[config.mk]
export PLATFORM = sky130hd
export DESIGN_NAME = tsc_pixel_resolve
export DESIGN_NICKNAME = d
export VERILOG_FILES = /design/src/rtl/tsc_pkg.sv /design/src/rtl/tsc_pixel_resolve.sv
export SDC_FILE = /design/constraint.sdc
export NUM_CORES = 1
export LEC_CHECK = 0
export ABC_AREA = 1
export BUFFER_PORTS_ARGS = -buffer_cell sky130_fd_sc_hd__buf_2
export CAP_MARGIN = 10
export CELL_PAD_IN_SITES_DETAIL_PLACEMENT = 0
export CELL_PAD_IN_SITES_GLOBAL_PLACEMENT = 2
export CORE_AREA = 2 2 359 361
export CTS_BUF_LIST = sky130_fd_sc_hd__clkbuf_8 sky130_fd_sc_hd__clkbuf_16
export DETAILED_ROUTE_END_ITERATION = 10
export DIE_AREA = 0 0 361 363
export HOLD_SLACK_MARGIN = 0.05
export PLACE_DENSITY_LB_ADDON = 0.1
export SYNTH_ARGS = -nofsm -noshare
export SYNTH_HDL_FRONTEND = slang
export SYNTH_SLANG_ARGS = --single-unit
export TNS_END_PERCENT = 30
[constraint.sdc]
create_clock -name clk -period 8.6 [get_ports clk]
set_input_delay 2.58 -clock clk [delete_from_list [all_inputs] [get_ports clk]]
set_output_delay 2.58 -clock clk [all_outputs]
set_load 0.03 [all_outputs]
[src/rtl/tsc_pkg.sv]
// ----------------------------------------------------------------------------
// Tile sprite compositor package
// Shared request, pixel and texel types and register and mode codes.
// ----------------------------------------------------------------------------
package tsc_pkg;

  localparam int COORD_W = 11;
  localparam int SIZE_W  = 4;
  localparam int COUNT_W = 6;
  localparam int COLOR_W = 8;
  localparam int CFG_IDX_W = 3;
  localparam int CFG_DATA_W = 8;

  typedef enum logic {
    MODE_LOAD   = 1'b0,
    MODE_RENDER = 1'b1
  } mode_e;

  typedef enum logic [CFG_IDX_W-1:0] {
    CFG_CELL_WIDTH   = 3'd0,
    CFG_CELL_HEIGHT  = 3'd1,
    CFG_BG_RED       = 3'd2,
    CFG_BG_GREEN     = 3'd3,
    CFG_BG_BLUE      = 3'd4,
    CFG_SPRITE_COUNT = 3'd5
  } cfg_reg_e;

  typedef struct packed {
    logic        mode;
    logic [4:0]  sprite_index;
    logic [2:0]  texel_row;
    logic [2:0]  texel_col;
    logic [7:0]  texel_red;
    logic [7:0]  texel_green;
    logic [7:0]  texel_blue;
    logic        texel_opaque;
    logic [31:0] object_bits;
    logic [7:0]  cell_x;
    logic [7:0]  cell_y;
  } in_req_t;

  typedef struct packed {
    logic [COORD_W-1:0] pixel_x;
    logic [COORD_W-1:0] pixel_y;
    logic [COLOR_W-1:0] red;
    logic [COLOR_W-1:0] green;
    logic [COLOR_W-1:0] blue;
    logic               last;
  } out_pix_t;

  typedef struct packed {
    logic [COLOR_W-1:0] red;
    logic [COLOR_W-1:0] green;
    logic [COLOR_W-1:0] blue;
  } rgb_t;

  typedef struct packed {
    logic opaque;
    rgb_t color;
  } texel_t;

  typedef struct packed {
    logic               valid;
    logic [COORD_W-1:0] pixel_x;
    logic [COORD_W-1:0] pixel_y;
    logic               last;
  } pix_issue_t;

endpackage

[src/rtl/tsc_pixel_resolve.sv]
// ----------------------------------------------------------------------------
// Pixel resolver
// Picks the highest present opaque sprite lane of a texel row, or the
// background, and holds the finished pixel in the output register.
// ----------------------------------------------------------------------------
module tsc_pixel_resolve
  import tsc_pkg::*;
#(
  parameter int LANES = 32
) (
  input  logic                clk,
  input  logic                rst,
  input  pix_issue_t          issue,
  input  texel_t [LANES-1:0]  rdata,
  input  logic [LANES-1:0]    obj_mask,
  input  rgb_t                bg,
  output logic                slot_free,
  output logic                out_valid,
  input  logic                out_ready,
  output out_pix_t            out_pix
);

  logic       pend;
  pix_issue_t pend_info;
  logic       advance;
  rgb_t       color;

  assign advance   = pend && (!out_valid || out_ready);
  assign slot_free = !pend || advance;

  always_comb begin
    color = bg;
    for (int k = 0; k < LANES; k++) begin
      if (obj_mask[k] && rdata[k].opaque) begin
        color = rdata[k].color;
      end
    end
  end

  always_ff @(posedge clk) begin
    if (rst) begin
      pend      <= 1'b0;
      out_valid <= 1'b0;
    end else begin
      if (slot_free) begin
        pend      <= issue.valid;
        pend_info <= issue;
      end
      if (advance) begin
        out_valid       <= 1'b1;
        out_pix.pixel_x <= pend_info.pixel_x;
        out_pix.pixel_y <= pend_info.pixel_y;
        out_pix.red     <= color.red;
        out_pix.green   <= color.green;
        out_pix.blue    <= color.blue;
        out_pix.last    <= pend_info.last;
      end else if (out_ready) begin
        out_valid <= 1'b0;
      end
    end
  end

endmodule

==> results.md <==
- Worst setup EP type: register
- FP Rows: 131
- Initial antenna violation count: 183
- GPL Wtd Cong: 0.8521
- DR iter-0 viols: 740
- Hold Startpoint: pend_info[9]$_DFFE_PP_
- Post-CTS Setup Inserts: 0
- Total CTS buffers: 9
- Clk slew on worst S/H paths: 0.07 ns
- CP Launch Type: primary input
- # DRC: 0
- Slew Viols, Final: 0
- Min Tclk post-route: 6.649 ns
- Critical path's slowest cell: buf_4
- Max Fanout on Critical Path: 38
- Synth cell types: 26
- Post-synthesis cell area: 0.01244 sq mm
- Die width: 361 microns
- Worst-Skew Late Latency: 0.36 ns
- Routed wire length per instance: 23.61 microns
- Largest net degree at the start of global routing: 49
- Reg-to-reg critical path startpoint: out_valid$_SDFFE_PP0P_
- Drt first pass iters: 5
- Worst Setup Path Type: in -> reg
- Worst Setup SP: rdata[149]
- WHS Path Cells: 0
- Most instantiated library cell after synthesis: nand3_1
- Share of layout cells above drive strength 1: 0.4428
- Hold Path Class: reg -> reg
- Clk_skew: 0.006033 ns
- Via count: 17,753
- CTS max path bufs: 2
- Initial core utilization: 0.09795
- Core box area: 0.1270 sq mm
- EDFF count, synth: 70
- Post-synth top cells: 648 x nand3_1, 628 x nand2_1, 278 x or2_2
- Req. time, crit path: 8.71 ns
- Adder-cell share of the synthesized area: 0
- Status: completed
- Post-Synth Simple-Gate Area: 0.6571
- Flops & latches, synth: 72
- Synth top area share: 0.2607
- Fin. Hold Viols: 0
- Arr. time, crit path: 6.76 ns
- Nets@finish: 3,816
- Chip height: 363 microns
- Largest cells by area after synthesis: nand3_1 26%, nand2_1 19%, edfxtp_1 17%
- Cts repair resizes: 0
- Synth Warn #: 0
- Finished Cell Area: 0.01823 sq mm
- Async set or reset register ratio after synthesis: 0
- Fmax: 150.4 MHz
- Setup_tns: 0 ns
- GRT overflow: 0
- Slowest Stage Delay on Critical Path: 0.42 ns
- Aggregate routed wire length: 109,400 microns
- Sequential share of the synthesized area: 0.1722
- HPWL Detailed: 95,830 microns
- LEAKAGE: 9.428 nW
- Worst slew pin tran: 1.129 ns
- Compound-gate portion of the synthesized area: 0.0004023
- RSZ-0062 raised after global routing: false
- Total GRT Usage: 0.1589
- Final period utilization: 0.7731
- Crit Reg-Reg Endpoint: pend_info[21]$_DFFE_PP_
- TritonCTS Sinks: 72
- Worst R2R Setup Slack: 6.90 ns
- Syn_nets: 2,992
- Mean post-synth cell area: 5.899 sq um
- Area Overhead vs Synth: 46.55%
- H-tree depth: 3
- Cts hold-fix bufs: 0
- Main combinational cell family by area after synthesis: simple AND/OR/NAND/NOR gates
- Worst relative slew slack: 0.2468
- Antenna Nets Post-Route: 0
- Min-Delay Endpoint: out_pix[33]$_DFFE_PP_
- Worst reg2reg path depth: 5
- Primary FF master, synth: edfxtp_1
- Post-synthesis xor/xnor area fraction: 0
- Synth area leader: nand3_1
- Max IR drop VDD: 0.08740 mV
- Root Buffer: clkbuf_16
- Vias per cell: 3.833
- PwrDens: 89.67 mW/mm^2
- Port buffer count: 931
- Die area: 0.1310 sq mm
- CTS tree: yes
- Max Cap Viol: 0
- Multiplexer share of the synthesized area: 0
- CP most frequent cell: nand3_1
- Placed inst area: 0.01787 sq mm
- Final setup vio count: 0
- First-pass GRT wire length: 146,100 microns
- IO Pins: 932
- Vias in the first global route: 18,394
- Synthesized instance count: 2,109
-- flip-flops by register name, indices dropped and copies added (netlist names) --
register   count
pend_info     23
out_pix       47
pend           1
out_valid      1
-- stage by stage --
stage               utilization  hold WS (ns)  power [mW]  std cells  setup slack, ns
floorplan                     -        0.4003      0.8883       2109            3.062
global placement         0.1407        0.4003       1.298       4584            1.421
detailed placement       0.1407        0.4056       1.292       4584            1.410
CTS                      0.1429        0.4176       1.687       4600            1.801
global route             0.1432        0.4181       1.782       4616            1.442
finish                   0.1435        0.4211       1.635       4632            1.951
-- final cells by class --
type | count | area (sq um)
Antenna cell | 32 | 80.08
Clock buffer | 9 | 225.2
Clock inverter | 7 | 60.06
Fill cell | 15275 | 108800
Inverter | 139 | 521.8
Multi-Input combinational cell | 1744 | 8195
Sequential cell | 72 | 2142
Tap cell | 1662 | 2079
Timing Repair Buffer | 967 | 4930
-- cells in the final DEF, fill, tap and decap left out, drive strengths merged --
cell type,instances
buf,967
nand2,661
nand3,648
or2,288
nor2,146
inv,142
edfxtp,70
diode,32
clkbuf,9
clkinvlp,3
dfxtp,2
clkinv,1
a21oi,1
-- routing by layer --
metal / vias to the layer above / wire, microns / track usage
met5: - / 749 / 0
met4: 124 / 2355 / 0.01879
met3: 321 / 8431 / 0.05583
met2: 728 / 57560 / 0.3094
met1: 8126 / 40270 / 0.1663
li1: 8454 / - / -
-- how the worst max path moves through the flow --
stage                                  endpoint  slack [ns]
after CTS                 out_pix[14]$_DFFE_PP_        1.80
after floorplan                       slot_free        3.06
after global routing      out_pix[18]$_DFFE_PP_        1.44
after global placement    out_pix[14]$_DFFE_PP_        1.42
after detailed placement  out_pix[14]$_DFFE_PP_        1.41
final                      out_pix[8]$_DFFE_PP_        1.95
-- power breakdown --
group	switching, mW	internal (mW)
sequential	0.00346	0.406
combinational	0.507	0.339
clock	0.179	0.201
total	0.689	0.946
-- critical path: cells and delay by family --
family	cells	cell delay, ns
simple gates	30	3.20
buf+inv	4	0.95
-- cell families after synthesis --
group	Yosys count
AND/OR/NAND/NOR	1743
buffers and inverters	293
flip-flops	72
AO/OA/AOI/OAI	1
Power figures use the tool's default switching activity.
