### config.mk
export PLATFORM = sky130hd
export DESIGN_NAME = tsc_cell_seq
export DESIGN_NICKNAME = d
export VERILOG_FILES = /design/src/rtl/tsc_pkg.sv /design/src/rtl/tsc_cell_seq.sv
export SDC_FILE = /design/constraint.sdc
export NUM_CORES = 1
export LEC_CHECK = 0
export BUFFER_PORTS_ARGS = -buffer_cell sky130_fd_sc_hd__buf_2
export CAP_MARGIN = 10
export CORE_ASPECT_RATIO = 0.7
export CORE_MARGIN = 2
export CORE_UTILIZATION = 50
export CTS_CLUSTER_SIZE = 28
export DETAILED_ROUTE_END_ITERATION = 6
export PLACE_DENSITY = 0.82
export SYNTH_ARGS = -nofsm -noshare
export SYNTH_HDL_FRONTEND = slang
export SYNTH_SLANG_ARGS = --single-unit
### constraint.sdc
create_clock -name clk -period 6.2 [get_ports clk]
set_input_delay 1.86 -clock clk [delete_from_list [all_inputs] [get_ports clk]]
set_output_delay 1.86 -clock clk [all_outputs]
set_load 0.01 [all_outputs]
### src/rtl/tsc_pkg.sv
// ----------------------------------------------------------------------------
// Tile sprite compositor package
// Shared request, pixel and texel types and register and mode codes.
// ----------------------------------------------------------------------------
package tsc_pkg;

  localparam int COORD_W = 11;
  localparam int SIZE_W  = 4;
  localparam int COUNT_W = 6;
  localparam int COLOR_W = 8;
  localparam int CFG_IDX_W = 3;
  localparam int CFG_DATA_W = 8;

  typedef enum logic {
    MODE_LOAD   = 1'b0,
    MODE_RENDER = 1'b1
  } mode_e;

  typedef enum logic [CFG_IDX_W-1:0] {
    CFG_CELL_WIDTH   = 3'd0,
    CFG_CELL_HEIGHT  = 3'd1,
    CFG_BG_RED       = 3'd2,
    CFG_BG_GREEN     = 3'd3,
    CFG_BG_BLUE      = 3'd4,
    CFG_SPRITE_COUNT = 3'd5
  } cfg_reg_e;

  typedef struct packed {
    logic        mode;
    logic [4:0]  sprite_index;
    logic [2:0]  texel_row;
    logic [2:0]  texel_col;
    logic [7:0]  texel_red;
    logic [7:0]  texel_green;
    logic [7:0]  texel_blue;
    logic        texel_opaque;
    logic [31:0] object_bits;
    logic [7:0]  cell_x;
    logic [7:0]  cell_y;
  } in_req_t;

  typedef struct packed {
    logic [COORD_W-1:0] pixel_x;
    logic [COORD_W-1:0] pixel_y;
    logic [COLOR_W-1:0] red;
    logic [COLOR_W-1:0] green;
    logic [COLOR_W-1:0] blue;
    logic               last;
  } out_pix_t;

  typedef struct packed {
    logic [COLOR_W-1:0] red;
    logic [COLOR_W-1:0] green;
    logic [COLOR_W-1:0] blue;
  } rgb_t;

  typedef struct packed {
    logic opaque;
    rgb_t color;
  } texel_t;

  typedef struct packed {
    logic               valid;
    logic [COORD_W-1:0] pixel_x;
    logic [COORD_W-1:0] pixel_y;
    logic               last;
  } pix_issue_t;

endpackage

### src/rtl/tsc_cell_seq.sv
// ----------------------------------------------------------------------------
// Cell sequencer
// Clears the store after reset, writes loaded texels and walks the pixels
// of a rendered cell, issuing one row read per pixel.
// ----------------------------------------------------------------------------
module tsc_cell_seq
  import tsc_pkg::*;
#(
  parameter int MAX_OBJECTS   = 32,
  parameter int MAX_CELL_SIZE = 8,
  parameter int DEPTH         = 64,
  parameter int AW            = 6,
  parameter int CNT_W         = 3
) (
  input  logic                    clk,
  input  logic                    rst,
  input  logic                    in_valid,
  output logic                    in_ready,
  input  in_req_t                 in_req,
  input  logic [SIZE_W-1:0]       cell_width,
  input  logic [SIZE_W-1:0]       cell_height,
  input  logic [COUNT_W-1:0]      sprite_count,
  input  logic                    slot_free,
  output logic                    mem_we,
  output logic [AW-1:0]           mem_waddr,
  output logic [MAX_OBJECTS-1:0]  mem_wlane,
  output texel_t                  mem_wdata,
  output logic [AW-1:0]           mem_raddr,
  output pix_issue_t              issue,
  output logic [MAX_OBJECTS-1:0]  obj_mask
);

  typedef enum logic [2:0] {
    ST_CLEAR = 3'b001,
    ST_IDLE  = 3'b010,
    ST_RUN   = 3'b100
  } seq_state_t;

  seq_state_t         state;
  logic [AW-1:0]      clr_addr;
  logic [CNT_W-1:0]   row;
  logic [CNT_W-1:0]   col;
  logic [SIZE_W-1:0]  w;
  logic [SIZE_W-1:0]  h;
  logic [COORD_W-1:0] base_x;
  logic [COORD_W-1:0] base_y;

  logic                   accept;
  logic                   load_ok;
  logic                   issue_go;
  logic                   col_end;
  logic                   row_end;
  logic [SIZE_W-1:0]      w_sat;
  logic [SIZE_W-1:0]      h_sat;
  logic [COUNT_W-1:0]     n_sat;
  logic [MAX_OBJECTS-1:0] lim_mask;

  assign in_ready = (state == ST_IDLE) && slot_free;
  assign accept   = in_valid && in_ready;
  assign load_ok  = accept && (in_req.mode == MODE_LOAD)
                    && (int'(in_req.sprite_index) < MAX_OBJECTS)
                    && (int'(in_req.texel_row) < MAX_CELL_SIZE)
                    && (int'(in_req.texel_col) < MAX_CELL_SIZE);

  always_comb begin
    if (cell_width == '0) begin
      w_sat = SIZE_W'(1);
    end else if (int'(cell_width) > MAX_CELL_SIZE) begin
      w_sat = SIZE_W'(MAX_CELL_SIZE);
    end else begin
      w_sat = cell_width;
    end
    if (cell_height == '0) begin
      h_sat = SIZE_W'(1);
    end else if (int'(cell_height) > MAX_CELL_SIZE) begin
      h_sat = SIZE_W'(MAX_CELL_SIZE);
    end else begin
      h_sat = cell_height;
    end
    if (int'(sprite_count) > MAX_OBJECTS) begin
      n_sat = COUNT_W'(MAX_OBJECTS);
    end else begin
      n_sat = sprite_count;
    end
    for (int k = 0; k < MAX_OBJECTS; k++) begin
      lim_mask[k] = (k < int'(n_sat));
    end
  end

  always_comb begin
    if (state == ST_CLEAR) begin
      mem_we    = 1'b1;
      mem_waddr = clr_addr;
      mem_wlane = '1;
      mem_wdata = '0;
    end else begin
      mem_we    = load_ok;
      mem_waddr = AW'(int'(in_req.texel_row) * MAX_CELL_SIZE + int'(in_req.texel_col));
      mem_wlane = MAX_OBJECTS'(1) << in_req.sprite_index;
      mem_wdata = '{opaque: in_req.texel_opaque,
                    color: '{red: in_req.texel_red, green: in_req.texel_green,
                             blue: in_req.texel_blue}};
    end
  end

  assign issue_go  = (state == ST_RUN) && slot_free;
  assign col_end   = (SIZE_W'(col) == w - SIZE_W'(1));
  assign row_end   = (SIZE_W'(row) == h - SIZE_W'(1));
  assign mem_raddr = AW'(int'(row) * MAX_CELL_SIZE + int'(col));

  always_comb begin
    issue.valid   = issue_go;
    issue.pixel_x = base_x + COORD_W'(col);
    issue.pixel_y = base_y + COORD_W'(row);
    issue.last    = col_end && row_end;
  end

  always_ff @(posedge clk) begin
    if (rst) begin
      state    <= ST_CLEAR;
      clr_addr <= '0;
    end else begin
      unique case (state)
        ST_CLEAR: begin
          clr_addr <= clr_addr + AW'(1);
          if (clr_addr == AW'(DEPTH - 1)) begin
            state <= ST_IDLE;
          end
        end
        ST_IDLE: begin
          if (accept && (in_req.mode == MODE_RENDER)) begin
            state    <= ST_RUN;
            row      <= '0;
            col      <= '0;
            w        <= w_sat;
            h        <= h_sat;
            base_x   <= COORD_W'(12'(in_req.cell_x) * 12'(w_sat));
            base_y   <= COORD_W'(12'(in_req.cell_y) * 12'(h_sat));
            obj_mask <= in_req.object_bits[MAX_OBJECTS-1:0] & lim_mask;
          end
        end
        ST_RUN: begin
          if (issue_go) begin
            if (col_end) begin
              col <= '0;
              row <= row + CNT_W'(1);
              if (row_end) begin
                state <= ST_IDLE;
              end
            end else begin
              col <= col + CNT_W'(1);
            end
          end
        end
        default: begin
          state <= ST_CLEAR;
        end
      endcase
    end
  end

endmodule

==> results.txt <==
GRT overflow: 0
Total length of routed wires: 14340 µm
Startpoint of the most critical register-to-register path: state[0]
Transition time at the pin with the least slew margin: 0.9493 ns
Worst VDD drop: 0.1301 mV
Required time of the worst setup path: 6.27 ns
Total Nets Final: 1006
Most used standard cells in the synthesized netlist: edfxtp_1 (68), nand2_1 (62), and2_1 (48), inv_1 (48), o21ai_0 (48)
Number of antenna violations at the first check in global routing: 0
Largest net degree at the start of global routing: 48
Busiest grt layer: met2
Mapped Avg Cell Area: 9.514 µm²
Synth Warn #: 0
Core footprint: 0.01160 mm²
Ports: 230
Post-Route Skew: 0.005650 ns
Overall via count from detail_route: 5076
Period utilization: 80.74%
Clock Pin Slew Worst Setup and Hold Paths: 0.06 ns
Maximum fanout encountered on the critical timing path: 12
Cts bufs inserted: 9
Type of the most critical hold path: reg2reg
Port Buffer Count: 229
Final hold violations: 0
Area leader, netlist: edfxtp_1
Highest achievable clock rate: 0.1998 GHz
Share of flip-flops with an asynchronous set or reset after synthesis: 0%
HPWL after detailed placement: 11570 µm
Kind of critical path: in2reg
Crit path launch: cell_width[3]
Global routing usage on met3: 7.461%
Setup repair after global routing missed its margin: no
Global-route usage over all layers: 22.58%
Final core utilization: 64.49%
Final Slew Violations: 0
Later-pin clock latency in the skew report: 0.32 ns
Seq/Total Area, Yosys: 37.61%
Leakage Power: 3.401 nW
Met1 layer usage reported by global route: 27.79%
Final antenna diode count: 0
Netlist cell types: 44
Min-delay src: clr_addr[1]
Total setup violations reported at the end of the flow: 0
Post-DR vias/cell: 5.076
Pwr dens: 180.0 mW/mm²
GP Congestion: 0.8681
Die Footprint: 0.01272 mm²
Total of hold buffers inserted after clock tree synthesis: 0
Remaining routing DRC violations: 0
Total number of clock tree sinks: 77
Antenna Violating Nets Remaining: 0
Synthesized area: 0.005908 mm²
TritonCTS clock tree: built
1st-iter DRT viols: 185
Met2 layer usage reported by global route: 38.97%
Fraction of final layout cells with drive strength greater than 1: 29.77%
CTS Root Cell: clkbuf_16
Library cell with the highest instance count after synthesis: edfxtp_1
Die width: 133.9 µm
Die boundary height: 94.95 µm
Crit end category: flip-flop
Maximum count of clock buffers along a single path: 2
EDFF count, synth: 68
Worst endpoint data arrival time: 5.07 ns
Run status: completed
Post-CTS Setup Inserts: 0
Site row count: 33
Worst Setup Start Kind: input port
Worst rel slew slack: 36.56%
Synthesized Nets: 788
Routed wire per std cell: 14.34 µm
Area growth from synthesis to layout: 26.64%
Maxcap violations: 0
Cells after Synth: 621
Effective utilization at floorplan: 50.92%
Post-cts resize count: 0
Final critical-path required period: 5.006 ns
Wire length of the first global-routing pass: 22760 µm
Depth of the CTS H-tree: 3
Register bit count reported by yosys: 77
Top cells by area, synth: edfxtp_1 (35%), fa_1 (8.8%), ha_1 (8.0%)
Length of the first detailed-routing pass in iterations: 7
Area share of the leading cell type in the synthesized netlist: 34.56%
Summed negative setup slack over all endpoints: 0 ns
Via count of the first global-routing pass: 4687
Most used flip-flop cell after synthesis: edfxtp_1
==> placed cells by master (no fill, tap or decap), types with 2 or more instances in the layout <==
master,count
a211oi_1,5
a21boi_0,18
a21o_1,11
a21oi_1,11
and2_1,48
and3_1,3
and3b_1,2
buf_2,229
buf_4,2
bufinv_16,2
clkbuf_16,9
clkinv_1,3
dfxtp_1,9
edfxtp_1,68
fa_1,26
ha_1,38
inv_1,48
nand2_1,62
nand2b_1,10
nand3_1,9
nand3b_1,3
nand4_1,5
nor2_1,45
nor2b_1,37
nor3_1,8
nor4_1,2
o21a_1,5
o21ai_0,48
o22ai_1,2
o31ai_1,2
o41ai_1,3
or2_2,5
or3_1,4
xnor2_1,36
xor2_1,13
==> sequential cells by signal, summed over array words and instances (netlist names) <==
signal / cells
base_x: 11
base_y: 11
clr_addr: 6
col: 3
h: 4
obj_mask: 32
row: 3
state: 3
w: 4
==> per-stage QoR <==
stage               cells  setup slack [ns]  area [µm²]  hold slack, ns  power (mW)
CTS                  1000             1.236        7482          0.5071       1.358
floorplan             621            0.8230        5908          0.4715      0.7373
global route         1000            0.9573        7482          0.5506       1.407
detailed placement    985            0.8937        7178          0.4983      0.8135
finish               1000             1.194        7482          0.5056       1.347
global placement      985             1.006        7178          0.4860      0.8056
==> worst max-delay path, cell delays in order <==
cell      delay, ns
buf_2          0.16
nor2b_1        0.44
nand2_1        0.15
fa_1           0.53
inv_1          0.06
fa_1           0.53
fa_1           0.48
a21o_1         0.19
a211oi_1       0.24
nor2_1         0.09
o22ai_1        0.22
xnor2_1        0.11
==> final cells by class <==
| cell class | instances | area (µm²) |
|---|---|---|
| tap | 157 | 196.4 |
| multi-input combinational | 472 | 3418 |
| fill | 953 | 4120 |
| inverter | 48 | 180.2 |
| clock inverter | 6 | 78.83 |
| sequential | 77 | 2222 |
| clock buffer | 9 | 225.2 |
| timing repair buffer | 231 | 1161 |
==> kinds of logic after synthesis <==
logic type	Yosys count	share of synthesized area [%]
adders and majority gates	64	16.86
xor gates and xnor gates	49	7.264
buffers and inverters	72	4.659
DFF	77	37.61
AOI/OAI and AO/OA	109	11.48
and+or+nand+nor	250	22.13
==> worst paths after layout <==
| check | end | slack [ns] | cells past startpoint |
|---|---|---|---|
| hold reg to reg | clr_addr[1] | 0.51 | 2 |
| hold / removal | clr_addr[1] | 0.51 | 2 |
| setup reg to reg | obj_mask[1] | 3.88 | 5 |
| setup / recovery | base_x[10] | 1.19 | 12 |
==> where the power goes <==
group	internal [mW]	switching, mW
registers	0.573	0.00214
logic	0.105	0.124
clock network	0.346	0.196
==> per-layer routing <==
metal | routed length [µm] | up-vias
met5 | 0 | -
met4 | 190 | 0
met3 | 1273 | 15
met2 | 6717 | 188
met1 | 6160 | 2343
li1 | - | 2530
Note: power is estimated with default switching activity, not from simulation.
